## src/rtl/smtbl_pkg.sv

```systemverilog
// Shared types and codes for the semaphore table engine.
// No dependencies.
package smtbl_pkg;

	// Request codes
	typedef enum logic [1:0] {
		REQ_ALLOC   = 2'd0,
		REQ_UP      = 2'd1,
		REQ_DOWN    = 2'd2,
		REQ_DESTROY = 2'd3
	} req_t;

	// Status codes
	localparam logic [1:0] ST_OK         = 2'd0;
	localparam logic [1:0] ST_TABLE_FULL = 2'd1;
	localparam logic [1:0] ST_QUEUE_FULL = 2'd2;

	localparam int KEY_W = 32;
	localparam int CNT_W = 16;
	localparam logic signed [CNT_W-1:0] CNT_MAX = 16'sh7fff;
	localparam logic signed [CNT_W-1:0] CNT_MIN = 16'sh8000;

	// One result transaction
	typedef struct packed {
		logic [1:0] status;
		logic [3:0] alloc_index;
		logic       caller_blocked;
		logic       wake_valid;
		logic [3:0] wake_task;
		logic       last;
	} result_t;

endpackage

```

## src/rtl/smtbl_ram.sv

```systemverilog
// Generic single-write, single-read synchronous RAM with registered read.
// No dependencies.
module smtbl_ram #(
	parameter int WIDTH = 8,
	parameter int DEPTH = 16
) (
	input  logic                                    clk,
	input  logic                                    we,
	input  logic [(DEPTH > 1 ? $clog2(DEPTH) : 1)-1:0] waddr,
	input  logic [WIDTH-1:0]                        wdata,
	input  logic                                    re,
	input  logic [(DEPTH > 1 ? $clog2(DEPTH) : 1)-1:0] raddr,
	output logic [WIDTH-1:0]                        rdata
);
	logic [WIDTH-1:0] mem [DEPTH];

	// Write port, registered read port that holds when not read
	always_ff @(posedge clk) begin
		if (we) begin
			mem[waddr] <= wdata;
		end
		if (re) begin
			rdata <= mem[raddr];
		end
	end
endmodule

```

## src/rtl/smtbl_outreg.sv

```systemverilog
// Output register for result transactions.
// Depends on smtbl_pkg.
module smtbl_outreg (
	input  logic              clk,
	input  logic              arst_n,
	input  logic              ld,
	input  smtbl_pkg::result_t res,
	output logic              free,
	output logic              out_valid,
	input  logic              out_stall,
	output logic [1:0]        status,
	output logic [3:0]        alloc_index,
	output logic              caller_blocked,
	output logic              wake_valid,
	output logic [3:0]        wake_task,
	output logic              last
);
	import smtbl_pkg::*;

	logic    valid_q;
	result_t res_q;

	assign free = !valid_q || !out_stall;

	// Load a new result or drop the one taken
	always_ff @(posedge clk or negedge arst_n) begin
		if (!arst_n) begin
			valid_q <= 1'b0;
		end else if (ld) begin
			valid_q <= 1'b1;
		end else if (!out_stall) begin
			valid_q <= 1'b0;
		end
	end

	always_ff @(posedge clk) begin
		if (ld) begin
			res_q <= res;
		end
	end

	assign out_valid      = valid_q;
	assign status         = res_q.status;
	assign alloc_index    = res_q.alloc_index;
	assign caller_blocked = res_q.caller_blocked;
	assign wake_valid     = res_q.wake_valid;
	assign wake_task      = res_q.wake_task;
	assign last           = res_q.last;

`ifndef SYNTHESIS
	a_no_load_blocked: assert property (@(posedge clk) disable iff (!arst_n)
		ld |-> free) else $error("result loaded while output register busy");
	a_hold_on_stall: assert property (@(posedge clk) disable iff (!arst_n)
		valid_q && out_stall |=> valid_q) else $error("stalled result dropped");
	a_exclusive: assert property (@(posedge clk) disable iff (!arst_n)
		valid_q && res_q.caller_blocked |-> !res_q.wake_valid)
		else $error("blocked and wake in one result");
`endif
endmodule

```

## src/rtl/semaphore_table_engine_top.sv

```systemverilog
// Semaphore table engine top level: sequencer, slot and waiter memories.
// Depends on smtbl_pkg, smtbl_ram, smtbl_outreg.
//
// Usage: one request transaction enters on in_valid/in_stall (req_type,
// sem_index, sem_key, init_value, task_id). Results leave on
// out_valid/out_stall; every request gives one result, except a destroy
// of a slot with waiters, which gives one per waiter (last marks the final
// one). A result is loaded into the output register from the decode state;
// for an up that wakes a waiter and for the first result of a destroy that
// drains waiters, it is loaded after the waiter memory read. A request
// occupies the sequencer from accept until its last result is loaded; the
// next request is taken in the cycle after the last result is loaded. The
// rate is set by the slot memory read-modify-write and the waiter memory
// read of one entry per cycle while the output register is free.
// At reset all slots are free and all queues empty; memory contents are
// not cleared, per-slot flags mask stale head and length values.
// When the receiver stalls, the result holds in the output register and
// the sequencer waits; in_stall stays high until the request is done.
module semaphore_table_engine_top #(
	parameter int SEM_SLOTS = 16,
	parameter int MAX_TASKS = 16
) (
	input  logic                                 clk,
	input  logic                                 arst_n,
	input  logic                                 in_valid,
	output logic                                 in_stall,
	input  logic [1:0]                           req_type,
	input  logic [3:0]                           sem_index,
	input  logic signed [smtbl_pkg::KEY_W-1:0]   sem_key,
	input  logic signed [smtbl_pkg::CNT_W-1:0]   init_value,
	input  logic [3:0]                           task_id,
	output logic                                 out_valid,
	input  logic                                 out_stall,
	output logic [1:0]                           status,
	output logic [3:0]                           alloc_index,
	output logic                                 caller_blocked,
	output logic                                 wake_valid,
	output logic [3:0]                           wake_task,
	output logic                                 last
);
	import smtbl_pkg::*;

	localparam int SW   = (SEM_SLOTS > 1) ? $clog2(SEM_SLOTS) : 1;
	localparam int HW   = $clog2(MAX_TASKS);
	localparam int LW   = $clog2(MAX_TASKS + 1);
	localparam int WD   = SEM_SLOTS * MAX_TASKS;
	localparam int WAW  = $clog2(WD);
	localparam int SRW  = KEY_W + CNT_W + HW + LW;

	typedef enum logic [1:0] {
		S_IDLE,
		S_DEC,
		S_WAKE,
		S_DRAIN
	} state_t;

	state_t st_q, st_d;

	// Request registers
	req_t                     req_q;
	logic [3:0]               idx_q;
	logic [KEY_W-1:0]         key_q;
	logic signed [CNT_W-1:0]  init_q;
	logic [3:0]               task_q;
	logic                     hlok_q;
	logic [HW-1:0]            head_q, head_d;
	logic [LW-1:0]            len_q, len_d;

	logic [SEM_SLOTS-1:0]     valid_q, wr_q;
	logic                     set_valid, clr_valid;

	// Memory ports
	logic                     s_we, s_re;
	logic [SW-1:0]            s_waddr, s_raddr;
	logic [SRW-1:0]           s_wdata, s_rdata;
	logic                     w_we, w_re;
	logic [WAW-1:0]           w_waddr, w_raddr;
	logic [3:0]               w_wdata, w_rdata;

	logic                     ofree, res_ld;
	result_t                  res;

	// Decoded slot contents
	logic signed [CNT_W-1:0]  cnt_rd, cnt_up, cnt_dn;
	logic [KEY_W-1:0]         key_rd;
	logic [HW-1:0]            head_rd, head_nx, tail;
	logic [LW-1:0]            len_rd;
	logic [HW:0]              tail_sum;
	logic [SW-1:0]            slot, free_idx;
	logic                     free_found, in_rng;

	function automatic logic [WAW-1:0] waddr_of(input logic [SW-1:0] sl,
		input logic [HW-1:0] ix);
		waddr_of = WAW'(int'(sl) * MAX_TASKS + int'(ix));
	endfunction

	smtbl_ram #(.WIDTH(SRW), .DEPTH(SEM_SLOTS)) u_slot_ram (
		.clk(clk), .we(s_we), .waddr(s_waddr), .wdata(s_wdata),
		.re(s_re), .raddr(s_raddr), .rdata(s_rdata)
	);

	smtbl_ram #(.WIDTH(4), .DEPTH(WD)) u_wait_ram (
		.clk(clk), .we(w_we), .waddr(w_waddr), .wdata(w_wdata),
		.re(w_re), .raddr(w_raddr), .rdata(w_rdata)
	);

	smtbl_outreg u_out (
		.clk(clk), .arst_n(arst_n), .ld(res_ld), .res(res), .free(ofree),
		.out_valid(out_valid), .out_stall(out_stall), .status(status),
		.alloc_index(alloc_index), .caller_blocked(caller_blocked),
		.wake_valid(wake_valid), .wake_task(wake_task), .last(last)
	);

	assign in_stall = (st_q != S_IDLE);
	assign slot     = SW'(idx_q);
	assign in_rng   = int'(idx_q) < SEM_SLOTS;

	// Unpack slot entry; head and length read as zero until first written
	assign key_rd  = s_rdata[SRW-1 -: KEY_W];
	assign cnt_rd  = s_rdata[HW+LW +: CNT_W];
	assign head_rd = hlok_q ? s_rdata[LW +: HW] : '0;
	assign len_rd  = hlok_q ? s_rdata[LW-1:0] : '0;
	assign cnt_up  = (cnt_rd == CNT_MAX) ? cnt_rd : cnt_rd + 16'sd1;
	assign cnt_dn  = (cnt_rd == CNT_MIN) ? cnt_rd : cnt_rd - 16'sd1;
	assign head_nx = (head_rd == HW'(MAX_TASKS - 1)) ? '0 : head_rd + 1'b1;
	assign tail_sum = (HW+1)'(head_rd) + (HW+1)'(len_rd);
	assign tail = (tail_sum >= (HW+1)'(MAX_TASKS)) ?
		HW'(tail_sum - (HW+1)'(MAX_TASKS)) : HW'(tail_sum);

	// Find the lowest free slot
	always_comb begin
		free_found = 1'b0;
		free_idx   = '0;
		for (int i = SEM_SLOTS - 1; i >= 0; i--) begin
			if (!valid_q[i]) begin
				free_found = 1'b1;
				free_idx   = SW'(i);
			end
		end
	end

	// Sequencer decisions and memory control
	always_comb begin
		st_d      = st_q;
		head_d    = head_q;
		len_d     = len_q;
		s_re      = 1'b0;
		s_raddr   = SW'(sem_index);
		s_we      = 1'b0;
		s_waddr   = slot;
		s_wdata   = s_rdata;
		w_we      = 1'b0;
		w_waddr   = waddr_of(slot, tail);
		w_wdata   = task_q;
		w_re      = 1'b0;
		w_raddr   = waddr_of(slot, head_rd);
		set_valid = 1'b0;
		clr_valid = 1'b0;
		res_ld    = 1'b0;
		res       = '0;
		res.last  = 1'b1;
		unique case (st_q)
			S_IDLE: begin
				if (in_valid) begin
					s_re = 1'b1;
					st_d = S_DEC;
				end
			end
			S_DEC: begin
				if (ofree) begin
					st_d = S_IDLE;
					if (req_q == REQ_ALLOC) begin
						res_ld = 1'b1;
						if (free_found) begin
							set_valid       = 1'b1;
							s_we            = 1'b1;
							s_waddr         = free_idx;
							s_wdata         = {key_q, init_q, HW'(0), LW'(0)};
							res.alloc_index = 4'(free_idx);
						end else begin
							res.status = ST_TABLE_FULL;
						end
					end else if (!in_rng) begin
						res_ld = 1'b1;
					end else if (req_q == REQ_DESTROY) begin
						clr_valid = 1'b1;
						s_we      = 1'b1;
						s_wdata   = {key_rd, cnt_rd, HW'(0), LW'(0)};
						if (len_rd == '0) begin
							res_ld = 1'b1;
						end else begin
							w_re   = 1'b1;
							head_d = head_nx;
							len_d  = len_rd;
							st_d   = S_DRAIN;
						end
					end else if (!valid_q[slot]) begin
						res_ld = 1'b1;
					end else if (req_q == REQ_UP) begin
						s_we = 1'b1;
						if (cnt_up <= 16'sd0 && len_rd != '0) begin
							s_wdata = {key_rd, cnt_up, head_nx, LW'(len_rd - 1'b1)};
							w_re    = 1'b1;
							st_d    = S_WAKE;
						end else begin
							s_wdata = {key_rd, cnt_up, head_rd, len_rd};
							res_ld  = 1'b1;
						end
					end else begin
						res_ld = 1'b1;
						if (cnt_dn < 16'sd0) begin
							if (len_rd == LW'(MAX_TASKS)) begin
								res.status = ST_QUEUE_FULL;
							end else begin
								w_we               = 1'b1;
								s_we               = 1'b1;
								s_wdata            = {key_rd, cnt_dn, head_rd,
									LW'(len_rd + 1'b1)};
								res.caller_blocked = 1'b1;
							end
						end else begin
							s_we    = 1'b1;
							s_wdata = {key_rd, cnt_dn, head_rd, len_rd};
						end
					end
				end
			end
			S_WAKE: begin
				if (ofree) begin
					res_ld         = 1'b1;
					res.wake_valid = 1'b1;
					res.wake_task  = w_rdata;
					st_d           = S_IDLE;
				end
			end
			S_DRAIN: begin
				w_raddr = waddr_of(slot, head_q);
				if (ofree) begin
					res_ld         = 1'b1;
					res.wake_valid = 1'b1;
					res.wake_task  = w_rdata;
					res.last       = (len_q == LW'(1));
					if (len_q == LW'(1)) begin
						st_d = S_IDLE;
					end else begin
						w_re   = 1'b1;
						head_d = (head_q == HW'(MAX_TASKS - 1)) ? '0 : head_q + 1'b1;
						len_d  = len_q - 1'b1;
					end
				end
			end
			default: st_d = S_IDLE;
		endcase
	end

	// Hold state and slot flags
	always_ff @(posedge clk or negedge arst_n) begin
		if (!arst_n) begin
			st_q    <= S_IDLE;
			valid_q <= '0;
			wr_q    <= '0;
		end else begin
			st_q <= st_d;
			if (set_valid) begin
				valid_q[free_idx] <= 1'b1;
				wr_q[free_idx]    <= 1'b1;
			end
			if (clr_valid) begin
				valid_q[slot] <= 1'b0;
				wr_q[slot]    <= 1'b1;
			end
		end
	end

	// Capture request and drain position
	always_ff @(posedge clk) begin
		if (st_q == S_IDLE && in_valid) begin
			req_q  <= req_t'(req_type);
			idx_q  <= sem_index;
			key_q  <= sem_key;
			init_q <= init_value;
			task_q <= task_id;
			hlok_q <= (int'(sem_index) < SEM_SLOTS) && wr_q[SW'(sem_index)];
		end
		head_q <= head_d;
		len_q  <= len_d;
	end

`ifndef SYNTHESIS
	a_dec_after_accept: assert property (@(posedge clk) disable iff (!arst_n)
		in_valid && !in_stall |=> st_q == S_DEC) else $error("accept not decoded");
	a_drain_nonempty: assert property (@(posedge clk) disable iff (!arst_n)
		st_q == S_DRAIN |-> len_q != '0) else $error("drain with empty queue");
	a_load_free: assert property (@(posedge clk) disable iff (!arst_n)
		res_ld |-> ofree) else $error("result loaded while busy");
	a_one_write: assert property (@(posedge clk) disable iff (!arst_n)
		s_we |-> st_q == S_DEC) else $error("slot write outside decode");
`endif
endmodule
```

## config.mk

```make
export PLATFORM = sky130hd
export DESIGN_NAME = semaphore_table_engine_top
export DESIGN_NICKNAME = d
export VERILOG_FILES = /design/src/rtl/smtbl_pkg.sv /design/src/rtl/smtbl_ram.sv /design/src/rtl/smtbl_outreg.sv /design/src/rtl/semaphore_table_engine_top.sv
export SDC_FILE = /design/constraint.sdc
export NUM_CORES = 2
export LEC_CHECK = 0
export ABC_AREA = 0
export BUFFER_PORTS_ARGS = -buffer_cell sky130_fd_sc_hd__buf_2
export CAP_MARGIN = 20
export CORE_UTILIZATION = 56
export DETAILED_ROUTE_END_ITERATION = 10
export PLACE_DENSITY = 0.76
export SYNTH_ARGS = -nofsm -noshare
export SYNTH_HDL_FRONTEND = slang
export SYNTH_SLANG_ARGS = --single-unit
```

## constraint.sdc

```tcl
create_clock -name clk -period 12.8 [get_ports clk]
set_input_delay 0.64 -clock clk [delete_from_list [all_inputs] [get_ports clk]]
set_output_delay 0.64 -clock clk [all_outputs]
set_load 0.01 [all_outputs]
```

# Word-level counts from Yosys, hierarchy flattened

Memory sizes are Yosys's and may differ from the RTL's. A register that Yosys moved wholly into a read port is not among the register bits.
Index checks and enable logic that the tools add are counted.

Bits in registers: 116
Latch bits: 0
RAM bits: 1,936
Memory bits (read-only): 0
Logic and storage cells: 237
Memories: 2

Memories:

| name           | words | width | read ports | clocked after memory_dff | write ports | line            | source |
|---|---|---|---|---|---|---|---|
| u_wait_ram.mem | 256   | 4     | 1          | 1                        | 1           | smtbl_ram.sv:15 | `logic [WIDTH-1:0] mem [DEPTH];` |
| u_slot_ram.mem | 16    | 57    | 1          | 1                        | 1           | smtbl_ram.sv:15 |  |

Add/sub/neg operators: 12
$mul: 0
Divide/modulo/power cells: 0
Magnitude comparators: 8
Equal/unequal tests: 21
Shifts and indexed selects: 0
Multiplexer cells: 152
Bitwise logic cells: 5
Reductions and logical operators: 19

Operators with widths:

| operator                | count |
|---|---|
| $mux W57                | 4 |
| $mux W25                | 5 |
| $mux W4                 | 30 |
| $mux W16                | 6 |
| $mux W1                 | 69 |
| $or A16 B16 Y16         | 3 |
| $mux W5                 | 8 |
| $mux W2                 | 17 |
| $eq A16 B16 Y1 const B  | 2 |
| $add A8 B4 Y8           | 3 |
| $pmux W5 S2             | 2 |
| $ne A2 B2 Y1 const B    | 9 |
| $add A16 B2 Y16 const B | 1 |
| $and A16 B16 Y16        | 1 |
| $le A16 B1 Y1 const B   | 1 |
| $lt A16 B1 Y1 const B   | 1 |
| $not A16 Y16            | 1 |
| $sub A16 B2 Y16 const B | 1 |
| $lt A4 B5 Y1 const B    | 3 |
| $sub A5 B1 Y5 const B   | 2 |
| $mux W9                 | 1 |
| $add A4 B1 Y4 const B   | 2 |
| $bmux W1 S4             | 2 |
| $demux W1 S4            | 2 |
| other kinds (28)        | 41 |

# Depth between registers and ports, before layout

Depth in word-level cells: 24
Depth in mapped cells: 14
Depth with buffers taken out: 10

# By module

A second synthesis with hierarchy kept.

Cells, all modules: 4,379
Area, all modules: 84,089.4 µm²

By module, submodules not included:

| module                     | times used | cells each | area an instance (µm²) |
|---|---|---|---|
| smtbl_ram at u_wait_ram    | 1          | 2,051      | 40,715.3 |
| smtbl_ram at u_slot_ram    | 1          | 1,470      | 35,824.4 |
| semaphore_table_engine_top | 1          | 842        | 7,123.1 |
| smtbl_outreg               | 1          | 16         | 426.7 |

# Least setup slack after synthesis

No wires, ideal clock.

Kind: register to register
Start: reg u_slot_ram.rdata[13] (read register of u_slot_ram.mem)
End: mem u_slot_ram.mem[10][0] (netlist bit), enable pin
Arrival: 3.910 ns
Setup slack: 8.483 ns
Stages on the path, launching flop included: 11
Clock period less this slack: 4.317 ns
Cell sequence: edfxtp_1 > buf_6 > or4_4 > or4_1 > buf_2 > o41ai_1 > and2_4 > o21ai_0 > a211oi_1 > nand2_1 > nor2_1

Longest elaborated chain between the ends: 12

RTL lines:

| item                                                     | line                              | source |
|---|---|---|
| start: declaration                                       | smtbl_ram.sv:13                   | `output logic [WIDTH-1:0] rdata` |
| $sub A16 B2 Y16 / $eq A16 B16 Y1 (equally long branches) | semaphore_table_engine_top.sv:124 | `assign cnt_dn = (cnt_rd == CNT_MIN) ? cnt_rd : cnt_rd - 16'sd1;` |
| $mux W16 (*)                                             | semaphore_table_engine_top.sv:124 |  |
| $lt A16 B1 Y1 (*)                                        | semaphore_table_engine_top.sv:211 | `if (cnt_dn < 16'sd0) begin` |
| $mux W1 (*)                                              | semaphore_table_engine_top.sv:211 |  |
| $mux W1 (*)                                              | semaphore_table_engine_top.sv:199 | `end else if (req_q == REQ_UP) begin` |
| $mux W1 (*)                                              | semaphore_table_engine_top.sv:197 | `end else if (!valid_q[slot]) begin` |
| $mux W1 (*)                                              | semaphore_table_engine_top.sv:185 | `end else if (req_q == REQ_DESTROY) begin` |
| $mux W1 (*)                                              | semaphore_table_engine_top.sv:172 | `if (req_q == REQ_ALLOC) begin` |
| $mux W1 (*)                                              | semaphore_table_engine_top.sv:170 | `if (ofree) begin` |
| $mux W1 (*)                                              | semaphore_table_engine_top.sv:162 | `unique case (st_q)` |
| $mux W1 (*)                                              | smtbl_ram.sv:19                   | `if (we) begin` |
| $mux W1 (not written as such) (*)                        | smtbl_ram.sv:20                   | `mem[waddr] <= wdata;` |
| end: declaration                                         | smtbl_ram.sv:15                   |  |

Mark *: on every way between the ends. The rest lies on a longest branch, timed or not.

# Worst setup path after layout

Start: reg st_q[1]
End: reg u_wait_ram.rdata[0] (read register of u_wait_ram.mem), data pin

Longest elaborated chain between the ends: 2

RTL lines:

| item                                                | line                              | source |
|---|---|---|
| start: declaration                                  | semaphore_table_engine_top.sv:57  | `state_t st_q, st_d;` |
| start signal: assignment                            | semaphore_table_engine_top.sv:263 | `st_q <= st_d;` |
| $eq A2 B2 Y1 / $eq A2 B1 Y1 (equally long branches) | semaphore_table_engine_top.sv:162 |  |
| $pmux W1 S2 / $mux W8 (equally long branches)       | semaphore_table_engine_top.sv:162 |  |
| end: declaration                                    | smtbl_ram.sv:13                   |  |

Several ways; a longest one is shown, not always the timed one.
A chain may end at the register's enable or synchronous reset.

==> metrics.md <==
| Metric | Value |
|---|---|
| Synth top cells by count | `edfxtp_1, nand2_1, nor2_1` |
| Root Driver | `clkbuf_16` |
| Via density | `6.92` |
| Clock Skews | `0.0323 ns` |
| Final Hold Fails | `0` |
| Initial Utilization | `0.565` |
| Min cycle time layout | `5.91 ns` |
| Fin. max-slew vios | `0` |
| Area contributors post-synth | `edfxtp_1, mux4_2, nand2_1` |
| Flop pwr share | `0.445` |
| Cell row count | `123` |
| Final wirelength | `177000 um` |
| Mux share of post-synthesis cell area | `0.100` |
| Starting DRC count in detailed routing | `6643` |
| Syn Area/Cell | `15.7 um^2` |
| Antenna Nets Post-Route | `0` |
| Power Internal | `0.00938 W` |
| Gate power share | `0.241` |
| Maximum VDD drop | `0.168 mV` |
| IO Count | `77` |
| Synthesized Nets | `4108` |
| PwrDens | `195 nW/um^2` |
| Vert. Die Dim | `339 um` |
| P_sw | `0.00440 W` |
| TNS Setup | `0 ns` |
| Startpoint types | `flop` |
| Post-synthesis cell count | `4034` |
| HP Class | `input pin to flop` |
| R2R cell count | `9` |
| Initial antenna violation count | `9` |
| Post-synthesis cell type count | `83` |
| Status | `completed` |
| Critical path class | `flop to flop` |
| Synth top area share | `0.710` |
| Sw frac | `0.319` |
| Post-Place Cells | `5418` |
| Share of cells above drive strength 1 | `0.160` |
| Fmax | `169 MHz` |
| Routed via count | `39400` |
| Least-Margin Pin Slew | `1.17 ns` |
| CTS buffer count | `147` |
| Synth Area in Adders | `0.00248` |
| Unrepaired setup endpoints after global routing | `false` |
| GP Congestion | `0.972` |
| I/O Buffers | `44` |
| Compound-Gate Fraction of Synth Area | `0.0646` |
| Core ar. | `112000 um^2` |
| H-tree depth | `4` |
| Drt drc | `0` |
| Pre-antenna DRT Iters | `8` |
| Detailed placement HPWL | `104000 um` |
| Clock power frac | `0.314` |
| Post-synthesis xor/xnor area fraction | `0.00276` |
| Relative slew slack | `0.208` |
| Nets | `4148` |
| Yosys top cell by area | `edfxtp_1` |
| Vias in the first global route | `38000` |
| Sequential Area | `46000 um^2` |
| P&R area growth vs syn | `11.1%` |
| Largest net degree at the start of global routing | `219` |
| Fin cells | `5695` |
| EDFF count, synth | `1502` |
| Max_cap viols | `0` |
| Critical path endpoint category | `flop` |
| Die width | `339 um` |
| Num Clock Sinks | `1537` |
| Post-CTS setup buffer count | `0` |
| Fill cells | `7605` |
| CP max FO | `35` |
| Clock Pin Slew Worst Setup and Hold Paths | `0.06 ns` |
| Lkg Pwr | `22.8 nW` |
| Ys flop type | `edfxtp_1` |
| Overall routing resource usage | `0.307` |
| Multi-input logic area | `16500 um^2` |
| Fin util | `0.627` |
| WP data arrival | `6.33 ns` |
| CTS-repair resized insts | `0` |
| Drt wl/cell | `31.1 um` |
| Req. time, crit path | `13.22 ns` |
| Final setup viols | `0` |
| Synthesized area | `63500 um^2` |
| Hold depth | `1` |
| Count leader, synth | `edfxtp_1` |
| Ys async rst share | `0.0228` |
| Fin crit share | `0.462` |
| Simple-Gate Fraction of Synth Area | `0.0862` |
| Worst-case clock buffer depth | `3` |
| Clk_lat worst skew | `0.77 ns` |
| Synth Register Bits | `1537` |
| DIE AREA | `115000 um^2` |
| YS warnings | `0` |
| Gr ovfl total | `0` |
| TritonCTS clock tree | `built` |
| First-pass GRT wire length | `256000 um` |
| Largest family of logic cells by synthesized area | `multiplexers` |
| Post-synthesis sequential area ratio | `0.724` |
-- cell families after synthesis --
| group | after synthesis |
|---|---|
| AO/OA/AOI/OAI | 552 |
| XOR/XNOR | 20 |
| adder cells (fa/ha/maj) | 12 |
| buffers and inverters | 317 |
| flip-flops | 1537 |
| multiplexers | 342 |
| AND/OR/NAND/NOR | 1254 |
-- worst paths after layout --
| path | startpoint | to | slack (ns) |
|---|---|---|---|
| min reg2reg | wr_q[6] | wr_q[6] | 0.47 |
| min in group asynchronous | arst_n | valid_q[8] | 0.56 |
| max reg2reg | st_q[1] | u_wait_ram.rdata[0] | 6.89 |
| min | init_value[10] | init_q[10] | 0.04 |
| max | st_q[1] | u_wait_ram.rdata[0] | 6.89 |
| max in group asynchronous | arst_n | wr_q[0] | 11.67 |
-- through the flow --
stage                     setup WS (ns)  hold WS [ns]  power [W]  cell area [um^2]
final                              6.89        0.0418     0.0138             70500
after detailed placement           7.12         0.447    0.00940             65700
after floorplan                    8.48         0.344    0.00813             63500
after CTS                          7.17        0.0170     0.0137             70500
after global placement             7.22         0.439    0.00934             65600
after global routing               6.88        0.0306     0.0141             70500
-- layout make-up --
type,instances,area share
multi-input combinational,2180,0.234
clock inverter,89,0.0115
tap,1500,0.0266
timing repair buffer,160,0.0173
inverter,48,0.00255
clock buffer,177,0.0557
sequential,1537,0.652
antenna,4,0.000142
-- power by group through the flow --
stage / Clock (W) / Combinational (W) / Sequential, W
floorplan: 0 / 0.00186 / 0.00627
finish: 0.00433 / 0.00331 / 0.00613
CTS: 0.00434 / 0.00320 / 0.00613
detailed placement: 0 / 0.00318 / 0.00623
global route: 0.00453 / 0.00342 / 0.00614
global placement: 0 / 0.00312 / 0.00622
-- sequential cells by signal, summed over array words and instances (netlist names) --
register,flops
task_q,4
init_q,16
u_wait_ram.mem,1024
wr_q,16
u_wait_ram.rdata,4
head_q,4
u_out.wake_task,4
u_out.out_valid,1
len_q,5
u_out.last,1
hlok_q,1
u_slot_ram.mem,400
st_q,2
u_out.wake_valid,1
u_out.alloc_index,4
valid_q,16
u_slot_ram.rdata,25
u_out.status,2
idx_q,4
req_q,2
u_out.caller_blocked,1
-- metal layers --
| layer | share of wire | track usage |
|---|---|---|
| met2 | 0.45 | 0.459 |
| met5 | 0.00015 | 0 |
| met1 | 0.36 | 0.424 |
| met3 | 0.14 | 0.0825 |
| met4 | 0.051 | 0.143 |
-- critical path, stage by stage, from the launching register on --
cell     delay, ns
dfrtp_1       0.69
and2_2        0.78
o21a_4        0.47
buf_4         0.57
buf_4         0.62
mux4_2        0.61
nor2_1        0.22
o21ai_0       0.16
o41ai_1       1.07
nand4_1       0.34
-- timing repair --
item	CTS	global route
endpoints found under the hold margin	29	0
hold buffers	1	0
endpoints found under the setup margin	0	0
-- cell usage in the layout, fill, tap and decap left out, drive strengths merged, types with 16 or more instances in the layout --
cell	Yosys	final
mux2i	101	101
o211a	42	42
a311oi	33	33
nor4	16	16
nand2	522	522
mux4	233	233
a22oi	24	24
nor2	374	374
a211oi	60	60
nor3	44	44
nand4	49	49
buf	72	157
inv	48	56
o21ai	68	68
a32oi	22	22
clkinv	0	64
nand3	171	171
a31oi	56	56
clkbuf	197	179
o211ai	23	23
edfxtp	1502	1502
a2111oi	24	24
dfrtp	35	35
o2111ai	16	16
a21oi	66	66
Note: power is estimated with default switching activity, not from simulation.
